### config.mk
export PLATFORM = sky130hd
export DESIGN_NAME = expander_response_parser_flat
export DESIGN_NICKNAME = d
export VERILOG_FILES = /design/src/hdl/erp_pkg.sv /design/src/hdl/erp_if.sv /design/src/hdl/erp_skip_unit.sv /design/src/hdl/expander_response_parser.sv /design/src/flat_wrapper.sv
export SDC_FILE = /design/constraint.sdc
export NUM_CORES = 1
export LEC_CHECK = 0
export ABC_AREA = 0
export ABC_CLOCK_PERIOD_IN_PS = 4300
export BUFFER_PORTS_ARGS = -buffer_cell sky130_fd_sc_hd__clkbuf_2
export CAP_MARGIN = 5
export CORE_UTILIZATION = 40
export DETAILED_ROUTE_END_ITERATION = 8
export PLACE_DENSITY = 0.69
export SYNTH_ARGS = -nofsm -noshare
export SYNTH_HDL_FRONTEND = slang
export SYNTH_SLANG_ARGS = --single-unit
### constraint.sdc
create_clock -name i_clk -period 4.3 [get_ports i_clk]
set_clock_uncertainty 0.05 [all_clocks]
set_input_delay 0.215 -clock i_clk [delete_from_list [all_inputs] [get_ports i_clk]]
set_output_delay 0.215 -clock i_clk [all_outputs]
set_load 0.01 [all_outputs]
### src/hdl/erp_pkg.sv
// ============================================================================
// erp_pkg
// Shared types and constants for the expander response parser.
// ============================================================================
package erp_pkg;

    // Field widths
    localparam int BYTE_W   = 8;
    localparam int ADDR_W   = 16;
    localparam int POS_W    = 6;
    localparam int MASK_W   = 16;
    localparam int TARGET_W = 2;
    localparam int SLOT_W   = 4;
    localparam int VALUE_W  = 16;

    // Command byte decode
    localparam logic [3:0]        CMD_LEN_MASK   = 4'hF;
    localparam int                CMD_SHORT_BIT  = 6;
    localparam int                CMD_CLRHI_BIT  = 5;

    // Frame addresses
    localparam logic [ADDR_W-1:0] ANALOG_ADDR    = 16'h001C;
    localparam logic [ADDR_W-1:0] GPIO_ADDR      = 16'h000A;

    // Analog frame layout
    localparam logic [POS_W-1:0]  POS_MASK_LO    = 6'd0;
    localparam logic [POS_W-1:0]  POS_MASK_HI    = 6'd1;
    localparam logic [POS_W-1:0]  POS_COUNTER    = 6'd3;
    localparam logic [POS_W-1:0]  POS_FIRST_PAIR = 6'd4;
    localparam logic [POS_W-1:0]  POS_SLOT_BASE  = 6'd6;
    localparam logic [POS_W-1:0]  SKIP_LIMIT     = 6'd36;

    // GPIO frame layout
    localparam logic [POS_W-1:0]  POS_PORT_C     = 6'd0;
    localparam logic [POS_W-1:0]  POS_PORT_B     = 6'd2;
    localparam logic [POS_W-1:0]  POS_PORT_A     = 6'd4;

    typedef logic [BYTE_W-1:0]   t_byte;
    typedef logic [ADDR_W-1:0]   t_addr;
    typedef logic [POS_W-1:0]    t_pos;
    typedef logic [MASK_W-1:0]   t_mask;
    typedef logic [SLOT_W-1:0]   t_slot;
    typedef logic [VALUE_W-1:0]  t_value;

    typedef enum logic [TARGET_W-1:0] {
        TGT_ANALOG = 2'd0,
        TGT_PORT_C = 2'd1,
        TGT_PORT_B = 2'd2,
        TGT_PORT_A = 2'd3
    } t_target;

    typedef enum logic [1:0] {
        PH_CMD     = 2'd0,
        PH_ADDR_HI = 2'd1,
        PH_ADDR_LO = 2'd2,
        PH_DATA    = 2'd3
    } t_phase;

    typedef enum logic {
        SEQ_IDLE = 1'b0,
        SEQ_SKIP = 1'b1
    } t_seq_state;

    // One step of the disabled-channel skip
    typedef struct packed {
        logic  run;
        t_pos  pos;
        t_mask mask;
    } t_skip_step;

endpackage

### src/hdl/erp_if.sv
// ============================================================================
// erp_if
// Valid/ready channels for received bytes and decoded updates.
// ============================================================================
interface erp_rx_if;
    import erp_pkg::*;

    logic  valid;
    logic  ready;
    t_byte rx_byte;
    logic  chunk_last;

    modport source (output valid, output rx_byte, output chunk_last, input ready);
    modport sink   (input valid, input rx_byte, input chunk_last, output ready);
endinterface

interface erp_upd_if;
    import erp_pkg::*;

    logic    valid;
    logic    ready;
    t_target target;
    t_slot   slot;
    t_value  value;
    logic    counter_valid;
    t_byte   sample_counter;

    modport source (output valid, output target, output slot, output value,
                    output counter_valid, output sample_counter, input ready);
    modport sink   (input valid, input target, input slot, input value,
                    input counter_valid, input sample_counter, output ready);
endinterface

### src/hdl/erp_skip_unit.sv
// ============================================================================
// erp_skip_unit
// Shift/compare step shared by channel skipping and pair completion.
// ============================================================================
module erp_skip_unit (
    input  erp_pkg::t_pos       i_pos,
    input  erp_pkg::t_mask      i_mask,
    output erp_pkg::t_skip_step o_step
);
    import erp_pkg::*;

    // Continue while the current channel is disabled and the frame has room
    always_comb begin
        o_step.run  = !i_mask[0] && (i_pos < SKIP_LIMIT);
        o_step.pos  = i_pos + t_pos'(2);
        o_step.mask = i_mask >> 1;
    end

endmodule

### src/hdl/expander_response_parser.sv
// ============================================================================
// expander_response_parser
// Byte-at-a-time decoder for the I/O expander response stream.
// ============================================================================
// Output: an update is registered and presented in the cycle after its request is accepted.
// Throughput: one request per cycle while the update sink keeps up; an analog
// high byte then runs the shift/compare unit over the disabled channels (at
// most 16 skipped), and no further request is taken until that skip stops.
// Reset: synchronous active-low reset returns to command parsing with all
// address, position, mask and counter state cleared and no update pending.
module expander_response_parser (
    input  logic i_clk,
    input  logic i_rst_n,
    erp_rx_if.sink    i_rx,
    erp_upd_if.source o_upd
);
    import erp_pkg::*;

    t_seq_state r_seq, n_seq;
    t_phase     r_phase, n_phase;
    t_addr      r_addr, n_addr;
    t_pos       r_pos, n_pos;
    t_mask      r_mask, n_mask;
    t_byte      r_high, n_high;
    t_byte      r_counter, n_counter;

    logic       r_out_valid, n_out_valid;
    t_target    r_out_target, n_out_target;
    t_slot      r_out_slot, n_out_slot;
    t_value     r_out_value, n_out_value;
    logic       r_out_cv, n_out_cv;
    t_byte      r_out_cnt, n_out_cnt;

    t_skip_step w_step;
    logic       w_accept;
    logic       w_start_skip;
    t_pos       w_pos_inc;
    t_pos       w_slot_diff;
    t_slot      w_slot;
    t_byte      w_b;

    erp_skip_unit u_skip (
        .i_pos  (r_pos),
        .i_mask (r_mask),
        .o_step (w_step)
    );

    assign w_b          = i_rx.rx_byte;
    assign i_rx.ready   = (r_seq == SEQ_IDLE) && (!r_out_valid || o_upd.ready);
    assign w_accept     = i_rx.valid && i_rx.ready;
    assign w_pos_inc    = r_pos + t_pos'(1);
    assign w_slot_diff  = r_pos - POS_SLOT_BASE;
    assign w_slot       = (r_pos >= POS_SLOT_BASE) ? w_slot_diff[SLOT_W:1] : '0;
    assign w_start_skip = w_accept && (r_phase == PH_DATA) && (r_addr == ANALOG_ADDR)
                          && (r_pos >= POS_FIRST_PAIR) && !r_pos[0];

    // Sequencer next state: leave idle on a high byte, return when the skip stops
    always_comb begin
        n_seq = r_seq;
        unique case (r_seq)
            SEQ_IDLE: if (w_start_skip) n_seq = SEQ_SKIP;
            SEQ_SKIP: if (!w_step.run)  n_seq = SEQ_IDLE;
            default:  n_seq = SEQ_IDLE;
        endcase
    end

    // Datapath and result register next values
    always_comb begin
        n_phase      = r_phase;
        n_addr       = r_addr;
        n_pos        = r_pos;
        n_mask       = r_mask;
        n_high       = r_high;
        n_counter    = r_counter;
        n_out_valid  = r_out_valid && !o_upd.ready;
        n_out_target = r_out_target;
        n_out_slot   = r_out_slot;
        n_out_value  = r_out_value;
        n_out_cv     = r_out_cv;
        n_out_cnt    = r_out_cnt;

        // Advance the skip one disabled channel per cycle
        if (r_seq == SEQ_SKIP && w_step.run) begin
            n_pos  = w_step.pos;
            n_mask = w_step.mask;
        end

        if (w_accept) begin
            unique case (r_phase)
                PH_CMD: begin
                    if ((w_b[3:0] & CMD_LEN_MASK) != 4'd0) begin
                        if (w_b[CMD_SHORT_BIT]) begin
                            if (w_b[CMD_CLRHI_BIT]) n_addr[ADDR_W-1:BYTE_W] = '0;
                            n_phase = PH_ADDR_LO;
                        end else begin
                            n_phase = PH_ADDR_HI;
                        end
                    end
                end
                PH_ADDR_HI: begin
                    n_addr  = {w_b, t_byte'(0)};
                    n_phase = PH_ADDR_LO;
                end
                PH_ADDR_LO: begin
                    n_addr[BYTE_W-1:0] = w_b;
                    n_pos   = '0;
                    n_phase = PH_DATA;
                end
                PH_DATA: begin
                    if (r_addr == ANALOG_ADDR) begin
                        n_pos = w_pos_inc;
                        priority if (r_pos == POS_MASK_LO) begin
                            n_mask = {t_byte'(0), w_b};
                        end else if (r_pos == POS_MASK_HI) begin
                            n_mask = r_mask | {w_b, t_byte'(0)};
                        end else if (r_pos == POS_COUNTER) begin
                            n_counter = w_b;
                        end else if (r_pos >= POS_FIRST_PAIR && !r_pos[0]) begin
                            // Latch high byte; sequencer runs the skip from here
                            n_high = w_b;
                        end else if (r_pos >= POS_FIRST_PAIR) begin
                            // Complete a pair and drop the channel from the mask
                            n_mask       = w_step.mask;
                            n_out_valid  = 1'b1;
                            n_out_target = TGT_ANALOG;
                            n_out_slot   = w_slot;
                            n_out_value  = {r_high, w_b};
                            if (w_step.mask == '0) begin
                                n_phase   = PH_CMD;
                                n_out_cv  = 1'b1;
                                n_out_cnt = r_counter;
                            end else begin
                                n_out_cv  = 1'b0;
                                n_out_cnt = '0;
                            end
                        end
                    end else if (r_addr == GPIO_ADDR) begin
                        n_pos = w_pos_inc;
                        if (r_pos == POS_PORT_C || r_pos == POS_PORT_B
                            || r_pos == POS_PORT_A) begin
                            n_out_valid = 1'b1;
                            n_out_slot  = '0;
                            n_out_value = {t_byte'(0), w_b};
                            n_out_cv    = 1'b0;
                            n_out_cnt   = '0;
                        end
                        priority if (r_pos == POS_PORT_C) begin
                            n_out_target = TGT_PORT_C;
                        end else if (r_pos == POS_PORT_B) begin
                            n_out_target = TGT_PORT_B;
                        end else if (r_pos == POS_PORT_A) begin
                            n_out_target = TGT_PORT_A;
                            n_phase      = PH_CMD;
                        end
                    end else begin
                        // Consume bytes until a zero byte closes the frame
                        if (w_b == '0) n_phase = PH_CMD;
                    end
                end
                default: n_phase = PH_CMD;
            endcase
        end
    end

    // Control state
    always_ff @(posedge i_clk) begin
        if (!i_rst_n) begin
            r_seq       <= SEQ_IDLE;
            r_phase     <= PH_CMD;
            r_addr      <= '0;
            r_pos       <= '0;
            r_mask      <= '0;
            r_high      <= '0;
            r_counter   <= '0;
            r_out_valid <= 1'b0;
        end else begin
            r_seq       <= n_seq;
            r_phase     <= n_phase;
            r_addr      <= n_addr;
            r_pos       <= n_pos;
            r_mask      <= n_mask;
            r_high      <= n_high;
            r_counter   <= n_counter;
            r_out_valid <= n_out_valid;
        end
    end

    // Result payload
    always_ff @(posedge i_clk) begin
        r_out_target <= n_out_target;
        r_out_slot   <= n_out_slot;
        r_out_value  <= n_out_value;
        r_out_cv     <= n_out_cv;
        r_out_cnt    <= n_out_cnt;
    end

    assign o_upd.valid          = r_out_valid;
    assign o_upd.target         = r_out_target;
    assign o_upd.slot           = r_out_slot;
    assign o_upd.value          = r_out_value;
    assign o_upd.counter_valid  = r_out_cv;
    assign o_upd.sample_counter = r_out_cnt;

endmodule

### src/flat_wrapper.sv
// flat-port wrapper written by rule: the top's interface ports become plain ports
module expander_response_parser_flat import erp_pkg::*;
  (i_clk, i_rst_n, i_rx_valid, i_rx_rx_byte, i_rx_chunk_last, i_rx_ready, o_upd_valid, o_upd_target, o_upd_slot, o_upd_value, o_upd_counter_valid, o_upd_sample_counter, o_upd_ready);
  erp_rx_if i_rx_i ();
  erp_upd_if o_upd_i ();
  input  logic i_clk;
  input  logic i_rst_n;
  input wire logic [$bits(i_rx_i.valid)-1:0] i_rx_valid;
  input wire logic [$bits(i_rx_i.rx_byte)-1:0] i_rx_rx_byte;
  input wire logic [$bits(i_rx_i.chunk_last)-1:0] i_rx_chunk_last;
  output wire logic [$bits(i_rx_i.ready)-1:0] i_rx_ready;
  output wire logic [$bits(o_upd_i.valid)-1:0] o_upd_valid;
  output wire logic [$bits(o_upd_i.target)-1:0] o_upd_target;
  output wire logic [$bits(o_upd_i.slot)-1:0] o_upd_slot;
  output wire logic [$bits(o_upd_i.value)-1:0] o_upd_value;
  output wire logic [$bits(o_upd_i.counter_valid)-1:0] o_upd_counter_valid;
  output wire logic [$bits(o_upd_i.sample_counter)-1:0] o_upd_sample_counter;
  input wire logic [$bits(o_upd_i.ready)-1:0] o_upd_ready;
  assign i_rx_i.valid = i_rx_valid;
  assign i_rx_i.rx_byte = i_rx_rx_byte;
  assign i_rx_i.chunk_last = i_rx_chunk_last;
  assign i_rx_ready = i_rx_i.ready;
  assign o_upd_valid = o_upd_i.valid;
  assign o_upd_target = o_upd_i.target;
  assign o_upd_slot = o_upd_i.slot;
  assign o_upd_value = o_upd_i.value;
  assign o_upd_counter_valid = o_upd_i.counter_valid;
  assign o_upd_sample_counter = o_upd_i.sample_counter;
  assign o_upd_i.ready = o_upd_ready;
  expander_response_parser u_core (.i_clk(i_clk), .i_rst_n(i_rst_n), .i_rx(i_rx_i), .o_upd(o_upd_i));
endmodule
## Yosys cells after proc, flatten, opt, wreduce, memory -nomap -nowiden

Index checks and enable logic that the tools add are counted.

| word-level totals | value |
|---|---|
| output and inout bits | 33 |
| bits in latches | 0 |
| input bits | 13 |
| memories | 0 |
| flip-flop bits (word level) | 89 |
| word-level logic and storage cells | 178 |
| ROM bits | 0 |
| memory bits (writable) | 0 |

| cells by class | value |
|---|---|
| equal/unequal tests | 27 |
| multiplexer cells | 92 |
| reduce and logical (&&, ||, !) cells | 34 |
| multiply operators | 0 |
| add/subtract/negate cells | 3 |
| shift-type cells | 0 |
| bitwise gates (word level) | 5 |
| $lt $le $gt $ge | 3 |
| divide/modulo/power cells | 0 |

Operators with widths:

| cell | number |
|---|---|
| $mux W16 | 17 |
| $mux W8 | 12 |
| $mux W2 | 24 |
| $mux W4 | 9 |
| $pmux W8 S2 | 2 |
| $mux W6 | 4 |
| $mux W1 | 21 |
| $ne A3 B3 Y1 const B | 7 |
| $reduce_and A9 Y1 | 2 |
| $eq A16 B4 Y1 const B | 1 |
| $eq A16 B5 Y1 const B | 1 |
| $logic_not A16 Y1 | 1 |
| $or A16 B16 Y16 | 1 |
| $ne A2 B2 Y1 const B | 7 |
| $eq A6 B2 Y1 const B | 2 |
| $ge A6 B3 Y1 const B | 2 |
| $ne A4 B4 Y1 const B | 3 |
| $pmux W6 S2 | 1 |
| $reduce_and A12 Y1 | 1 |
| $logic_and A1 B1 Y1 | 10 |
| $logic_not A8 Y1 | 1 |
| $pmux W2 S4 | 1 |
| $reduce_bool A2 Y1 | 4 |
| $reduce_bool A4 Y1 | 2 |
| other kinds (19) | 28 |

## Depth between registers and ports, before layout

Gate-level depths: netlist of the first run.

| depth | value |
|---|---|
| depth in word-level cells | 12 |
| gate-level depth with buffers | 8 |

## By module

From an unflattened synthesis of the first run, not the netlist that was laid out.

| unflattened totals | value |
|---|---|
| cell total of the unflattened synthesis | 520 |
| area, all modules | 4,774.6 um^2 |

By module, submodules not included:

| module | area each (um^2) | seq. area each (um^2) | instances | cells each |
|---|---|---|---|---|
| expander_response_parser | 4,579.4 | 2,092.0 | 1 | 493 |
| erp_skip_unit | 195.2 | 0.0 | 1 | 27 |

## Least setup slack after synthesis of the first run

Ideal clock, no wire load.

| timing path | value |
|---|---|
| path type | register to register |
| start point | register u_core.r_addr[0] |
| end point | register u_core.r_out_cv, in the netlist u_core.o_upd.counter_valid (enable) |
| buffers on the path | 2 |
| slack | 1.422 ns |
| cell stages (with the launch flop) | 7 |
| arrival | 2.440 ns |
| setup time | 0.388 ns |
| path through | dfxtp_1 > or4b_4 > or2_1 > buf_6 > nor4_2 > buf_4 > o21a_1 |

| between the ends | value |
|---|---|
| longest elaborated chain between the ends | 3 |
| elaborated cells between the ends (all ways) | 10 |

Ends and longest elaborated chain:

| element | line | source |
|---|---|---|
| from (decl) | expander_response_parser.sv:21 | `t_addr r_addr, n_addr;` |
| from (signal assigned) | expander_response_parser.sv:179 | `r_addr <= n_addr;` |
| $eq A16 B5 Y1 / $eq A16 B4 Y1 (equally long branches) | expander_response_parser.sv:110, expander_response_parser.sv:137 |  |
| $ne A2 B2 Y1 (no line) / $reduce_bool A2 Y1 (equally long branches) | -- |  |
| $reduce_and A9 Y1 (no line) (*) | -- |  |
| to (signal assigned) | expander_response_parser.sv:193 | `r_out_cv <= n_out_cv;` |
| to (decl) | expander_response_parser.sv:31 | `logic r_out_cv, n_out_cv;` |

Mark *: on every way between the ends. The rest lies on a longest branch, timed or not.
A chain may end at the register's enable or synchronous reset.

## Worst setup path after layout of the first run

| timing path | value |
|---|---|
| start point | register u_core.r_seq |
| end point | register u_core.r_mask[9] |

| between the ends | value |
|---|---|
| longest elaborated chain between the ends | 10 |
| elaborated cells between the ends (all ways) | 13 |

Ends and longest elaborated chain:

| element | line | source |
|---|---|---|
| from (decl) | expander_response_parser.sv:19 | `t_seq_state r_seq, n_seq;` |
| from (signal assigned) | expander_response_parser.sv:177 | `r_seq <= n_seq;` |
| $logic_and A1 B1 Y1 | expander_response_parser.sv:83 | `if (r_seq == SEQ_SKIP && w_step.run) begin` |
| $mux W16 | expander_response_parser.sv:83 |  |
| $mux W16 | expander_response_parser.sv:121 | `end else if (r_pos >= POS_FIRST_PAIR) begin` |
| $mux W16 | expander_response_parser.sv:118 | `end else if (r_pos >= POS_FIRST_PAIR && !r_pos[0]) begin` |
| $mux W16 | expander_response_parser.sv:116 | `end else if (r_pos == POS_COUNTER) begin` |
| $mux W16 | expander_response_parser.sv:114 | `end else if (r_pos == POS_MASK_HI) begin` |
| $mux W16 | expander_response_parser.sv:112 | `priority if (r_pos == POS_MASK_LO) begin` |
| $mux W16 | expander_response_parser.sv:110 | `if (r_addr == ANALOG_ADDR) begin` |
| $mux W16 | expander_response_parser.sv:89 | `unique case (r_phase)` |
| $mux W16 (*) | expander_response_parser.sv:88 | `if (w_accept) begin` |
| to (signal assigned) | expander_response_parser.sv:181 | `r_mask <= n_mask;` |
| to (decl) | expander_response_parser.sv:23 | `t_mask r_mask, n_mask;` |

Marked as above.

==> flow_summary.json, run 1 <==
{
  "multi_input_area_sq_um": 2001,
  "max_freq_ghz": 0.3608,
  "crit_type": "reg -> reg",
  "die_y_um": 105.0,
  "num_vias": 3466,
  "cts.repair.resized": 0,
  "n_antenna_cell": 0,
  "seq_area_sq_um": 2092,
  "n_fill_cell": 950,
  "synth_cell_types": 54,
  "powerDensity_nw_per_um2": 319.2,
  "path_max_fanout": 11,
  "cts_tree": "built",
  "hold_start": "i_rx_rx_byte[0]",
  "grt_pass1_wl_um": 15750,
  "setup_viol": 0,
  "hold_slack_ns": 0.1792,
  "htree_num_levels": 3,
  "crit_path_end_kind": "register",
  "dpl.hpwl_um": 6632,
  "drtIter0Drc": 237,
  "crit_path_start": "u_core.r_seq",
  "synth_edf_count": 31,
  "synth_top_cells_by_count": "dfxtp_1 (58), nand2_1 (53), a21oi_1 (35)",
  "min_path_cells": 1,
  "grt_usage": 0.1833,
  "drcViolationCount": 0,
  "reg2reg_depth": 5,
  "initial_core_util": 0.4112,
  "worstMarginPinSlew_ns": 1.217,
  "hold_viol": 0,
  "numCtsBuffers": 9,
  "cts_hold_buf": 0,
  "area_growth_pct": 11.76,
  "grt_overflow": 0,
  "via_per_inst": 5.627,
  "antenna_found_initial": 0,
  "cts_sinks": 89,
  "async_flop_share": 0,
  "fin_util": 0.4596,
  "status": "finished clean",
  "grt_pass1_vias": 3066,
  "reg2reg_slack_ns": 1.53,
  "ant_nets": 0,
  "ys_ff_latch": 89,
  "yosys.area.top_type": "dfxtp_1",
  "numPortBuffers": 44,
  "die_area_sq_um": 11030,
  "synth_top_area_share": 0.2735,
  "yosys_warnings": 0,
  "dpl_worst_slack_ns": 1.556,
  "synth_seq_area_share": 0.4928,
  "ys.flop_type": "dfxtp_1",
  "first_pass_iters": 4,
  "synth_cells": 444,
  "hold_class": "in -> reg",
  "leakagePower_nw": 1.686,
  "io_pins": 46,
  "wire_per_inst_um": 15.94,
  "clk_latency_ns": 0.36,
  "fin_crit_ns": 2.772,
  "synthTopCellsByArea": "dfxtp_1 (27%), edfxtp_1 (22%), mux2i_1 (4.7%)",
  "drv_cap": 0,
  "slew_viol_final": 0,
  "grt_max_degree": 54,
  "cts_root_buffer": "clkbuf_8",
  "routabilityCongestion": 0.8588,
  "period_share": 0.6446,
  "finalWorstSetupSlack_ns": 1.528,
  "syn_avg_cell_area_sq_um": 9.562,
  "start_kind": "register",
  "worstPathArrival_ns": 2.94,
  "rows": 37,
  "crit-reg2reg-launch": "u_core.r_seq",
  "irDropWorstVdd_v": 0.0001246,
  "path_clk_slew_ns": 0.10,
  "wl_um": 9821,
  "syn_area_sq_um": 4245,
  "cts_setup_buffers": 0,
  "slew_headroom": 0.1813,
  "synth_fp_nets": 467,
  "finalNetCount": 498,
  "holdPathEnd": "u_core.o_upd.value[0]",
  "coreArea_sq_um": 10320,
  "worstPathRequired_ns": 4.47,
  "cts_buffer_depth": 2,
  "drive_gt1_frac": 0.1542,
  "synth_most_common_cell": "dfxtp_1",
  "r2r-end": "u_core.r_mask[9]",
  "fin_tns_setup_ns": 0,
  "rsz0062_at_grt": "no",
  "die_w_um": 105.0
}
state kept, by name (all words and copies together), names as in the netlist:
register                     flops
u_core.r_high                    8
u_core.r_counter                 8
u_core.r_phase                   2
u_core.o_upd.counter_valid       1
u_core.o_upd.sample_counter      8
u_core.r_addr                   16
u_core.r_pos                     6
u_core.o_upd.slot                4
u_core.o_upd.value              16
u_core.o_upd.valid               1
u_core.r_mask                   16
u_core.r_seq                     1
u_core.o_upd.target              2
through the flow:
stage          instance area [sq um]  total power, mW  std cells
5_1_grt                         4745            1.571        616
6_report                        4745            1.514        616
4_1_cts                         4745            1.527        616
2_1_floorplan                   4245           0.9464        444
3_5_place_dp                    4547           0.9786        600
3_3_place_gp                    4547           0.9755        600
final cells by class:
class	instances	share of cell area
clock buffer	9	0.02611
multi-input combinational	318	0.4217
tap	136	0.03586
sequential	89	0.4409
clock inverter	7	0.01556
inverter	9	0.007120
timing repair buffer	48	0.05274
critical path, cell delays in order (launching register included):
cell     delay [ns]
dfxtp_1        0.40
nor2b_1        0.35
nand3_1        0.54
or4b_1         0.85
o21ai_2        0.33
o22ai_1        0.11
layout by cell type (no fill, tap or decap), types with 6 or more instances in the layout:
cell / count
clkbuf_2: 44
o211ai_1: 11
edfxtp_1: 31
inv_1: 8
nor4_1: 11
nand2_1: 53
nor2_1: 33
dfxtp_1: 58
or4_1: 6
ha_1: 10
a22oi_1: 14
nand3_1: 26
o21ai_0: 13
mux2i_1: 20
a21oi_1: 35
and2_1: 17
clkbuf_8: 9
cell families (layout without fill, tap and decap cells):
logic type,Yosys count,after routing,synth area share
AND/OR/NAND/NOR,186,186,0.2340
adder cells (fa/ha/maj),10,10,0.02947
buffers and inverters,37,73,0.03743
XOR/XNOR,2,2,0.004127
flip-flops,89,89,0.4928
AO/OA/AOI/OAI,99,99,0.1524
multiplexers,21,21,0.04981
per-layer routing:
layer / vias to the layer above / wire length [um] / track usage / part of all wire
met5: - / 0 / 0 / 0
met4: 0 / 242 / 0.08652 / 0.025
met3: 17 / 597 / 0.03057 / 0.061
met2: 120 / 4595 / 0.2824 / 0.47
met1: 1638 / 4386 / 0.2503 / 0.45
li1: 1691 / - / - / -
worst max path at each step:
stage               depth (start not counted)                         end
finish                                      5            u_core.r_mask[9]
global route                                5         u_core.r_counter[5]
CTS                                         5            u_core.r_mask[9]
detailed placement                          5           u_core.r_mask[12]
global placement                            5         u_core.r_counter[0]
floorplan                                   6  u_core.o_upd.counter_valid
power by group:
| part | internal, mW | leakage (nW) | switching [mW] |
|---|---|---|---|
| Combinational | 0.0229 | 0.834 | 0.0645 |
| Sequential | 0.869 | 0.751 | 0.00404 |
| Clock | 0.229 | 0.101 | 0.325 |
Power figures use the tool's default switching activity.
==> run 2, diff against run 1 <==
--- a/config.mk
+++ b/config.mk
@@ -6,12 +6,12 @@
 export NUM_CORES = 1
 export LEC_CHECK = 0
 export ABC_AREA = 0
-export ABC_CLOCK_PERIOD_IN_PS = 4300
+export ABC_CLOCK_PERIOD_IN_PS = 2400
 export BUFFER_PORTS_ARGS = -buffer_cell sky130_fd_sc_hd__clkbuf_2
 export CAP_MARGIN = 5
 export CORE_UTILIZATION = 40
 export DETAILED_ROUTE_END_ITERATION = 8
-export PLACE_DENSITY = 0.69
+export PLACE_DENSITY = 0.71
 export SYNTH_ARGS = -nofsm -noshare
 export SYNTH_HDL_FRONTEND = slang
 export SYNTH_SLANG_ARGS = --single-unit
==> constraint.sdc (replaced) <==
create_clock -name i_clk -period 2.4 [get_ports i_clk]
set_clock_uncertainty 0.05 [all_clocks]
set_input_delay 0.12 -clock i_clk [delete_from_list [all_inputs] [get_ports i_clk]]
set_output_delay 0.12 -clock i_clk [all_outputs]
set_load 0.01 [all_outputs]
==> flow_summary.json, run 2 (synthesis results as in run 1) <==
{
  "antenna_found_initial": 0,
  "cts_root_buffer": "clkbuf_8",
  "first_pass_iters": 5,
  "cts_hold_buf": 0,
  "cts_buffer_depth": 2,
  "slew_headroom": 0.6147,
  "cp_common_cell": "or4b_4",
  "io_pins": 46,
  "numPortBuffers": 44,
  "path_max_fanout": 6,
  "drv_cap": 0,
  "initial_core_util": 0.4112,
  "grt_usage": 0.1977,
  "irDropWorstVdd_v": 0.0002282,
  "reg2reg_depth": 6,
  "fin_crit_ns": 2.370,
  "hold_start": "o_upd_ready",
  "htree_num_levels": 3,
  "n_antenna_cell": 0,
  "setup_viol": 0,
  "reg2reg_slack_ns": 0.03,
  "hold_class": "in -> reg",
  "ant_nets": 0,
  "drtIter0Drc": 230,
  "drcViolationCount": 0,
  "crit_buf_inv": 1,
  "path_clk_slew_ns": 0.10,
  "layout_common_cells": "dfxtp_1 (56), nand2_1 (53), clkbuf_2 (44)",
  "wl_um": 10330,
  "max_freq_ghz": 0.4220,
  "coreArea_sq_um": 10320,
  "final_common_cell": "dfxtp_1",
  "worstMarginPinSlew_ns": 0.5779,
  "status": "finished clean",
  "r2r-end": "u_core.r_mask[8]",
  "crit_type": "reg -> reg",
  "grt_max_degree": 31,
  "min_path_cells": 3,
  "fin_area_sq_um": 5197,
  "num_vias": 3598,
  "powerDensity_nw_per_um2": 530.3,
  "hold_viol": 0,
  "dp_cells": 639,
  "routabilityCongestion": 0.8308,
  "start_kind": "register",
  "place_area_sq_um": 4918,
  "crit-reg2reg-launch": "u_core.r_addr[5]",
  "worstPathArrival_ns": 2.56,
  "leakagePower_nw": 1.863,
  "area_growth_pct": 22.43,
  "max_stage_delay_ns": 0.55,
  "numCtsBuffers": 9,
  "die_w_um": 105.0,
  "grt_pass1_wl_um": 16880,
  "hold_slack_ns": 0.07599,
  "grt_overflow": 0,
  "via_per_inst": 5.460,
  "critPathSlowestCell": "or4b_4",
  "dpl.hpwl_um": 7235,
  "crit_path_end_kind": "register",
  "cts_tree": "built",
  "rows": 37,
  "clk_latency_ns": 0.37,
  "holdPathEnd": "u_core.o_upd.valid",
  "finalNonFillerCells": 659,
  "cts_sinks": 89,
  "critPathTopFamily": "simple AND/OR/NAND/NOR gates",
  "crit_chain": "or4b_4 -> or2_4 -> or4b_4 -> buf_6 -> o21ai_4 -> o22ai_1",
  "period_share": 0.9874,
  "finalNetCount": 541,
  "wire_per_inst_um": 15.67,
  "die_y_um": 105.0,
  "grt_pass1_vias": 3331,
  "worstPathRequired_ns": 2.59,
  "rsz0062_at_grt": "yes",
  "drive_gt1_frac": 0.2428,
  "slew_viol_final": 0,
  "die_area_sq_um": 11030
}
[run 2: changes by cell type in the layout (fill, tap and decap cells not counted), moves of 2 or more]
| cell | delta |
|---|---|
| dfxtp_2 | +2 |
| o21ai_0 | -2 |
| a211oi_2 | +2 |
| dfxtp_1 | -2 |
| buf_6 | +3 |
| buf_4 | +34 |
| inv_6 | -2 |
| buf_12 | +5 |
| a211oi_1 | -2 |
| o21ai_1 | +2 |
[run 2: per-stage QoR]
| step | setup TNS [ns] | setup slack [ns] | total power, mW | utilization |
|---|---|---|---|---|
| 2_1_floorplan | 0 | 0.01599 | 1.696 | - |
| 3_3_place_gp | 0 | 0.03785 | 1.764 | 0.4764 |
| 3_5_place_dp | 0 | 0.01528 | 1.769 | 0.4764 |
| 4_1_cts | 0 | 0.01655 | 2.772 | 0.5010 |
| 5_1_grt | -0.1226 | -0.03029 | 2.868 | 0.5035 |
| 6_report | 0 | 0.03034 | 2.756 | 0.5035 |
[run 2: where the power goes]
| group | internal [mW] | switching (mW) | leakage (nW) |
|---|---|---|---|
| registers | 1.56 | 0.00698 | 0.700 |
| logic | 0.0546 | 0.122 | 1.07 |
| clock network | 0.410 | 0.606 | 0.0981 |
[run 2: how the worst max path moves through the flow]
stage	start	to	slack (ns)	depth (start not counted)
floorplan	u_core.r_addr[0]	u_core.o_upd.counter_valid	0.02	6
global placement	u_core.r_addr[0]	u_core.r_mask[14]	0.04	7
detailed placement	u_core.r_addr[0]	u_core.r_mask[14]	0.02	7
CTS	u_core.r_addr[0]	u_core.r_mask[11]	0.02	8
global route	u_core.r_addr[5]	u_core.r_mask[8]	-0.03	6
finish	u_core.r_addr[5]	u_core.r_mask[8]	0.03	6
[run 2: worst min-delay path, stage by stage]
cell      delay, ns
clkbuf_2       0.11
nor2b_1        0.06
o21a_1         0.17
[run 2: final cells by class]
| type | instances | area [sq um] |
|---|---|---|
| sequential | 89 | 2095 |
| clock inverter | 7 | 75.07 |
| tap | 136 | 170.2 |
| multi-input combinational | 318 | 2056 |
| timing repair buffer | 91 | 644.4 |
| inverter | 9 | 33.78 |
| clock buffer | 9 | 123.9 |
| fill | 922 | 5126 |
[run 2: timing repair]
action                     4_1_cts  5_1_grt
gates resized for setup          6       10
pin swaps                        3        9
gates cloned                     1        1
setup buffers                    1        2
setup endpoints to repair        2       41
[run 2: routing by layer]
metal,track usage,share of wire,up-vias
li1,-,-,1768
met1,0.2632,0.47,1694
met2,0.3259,0.47,119
met3,0.02807,0.046,17
met4,0.07344,0.016,0
met5,0,0,-
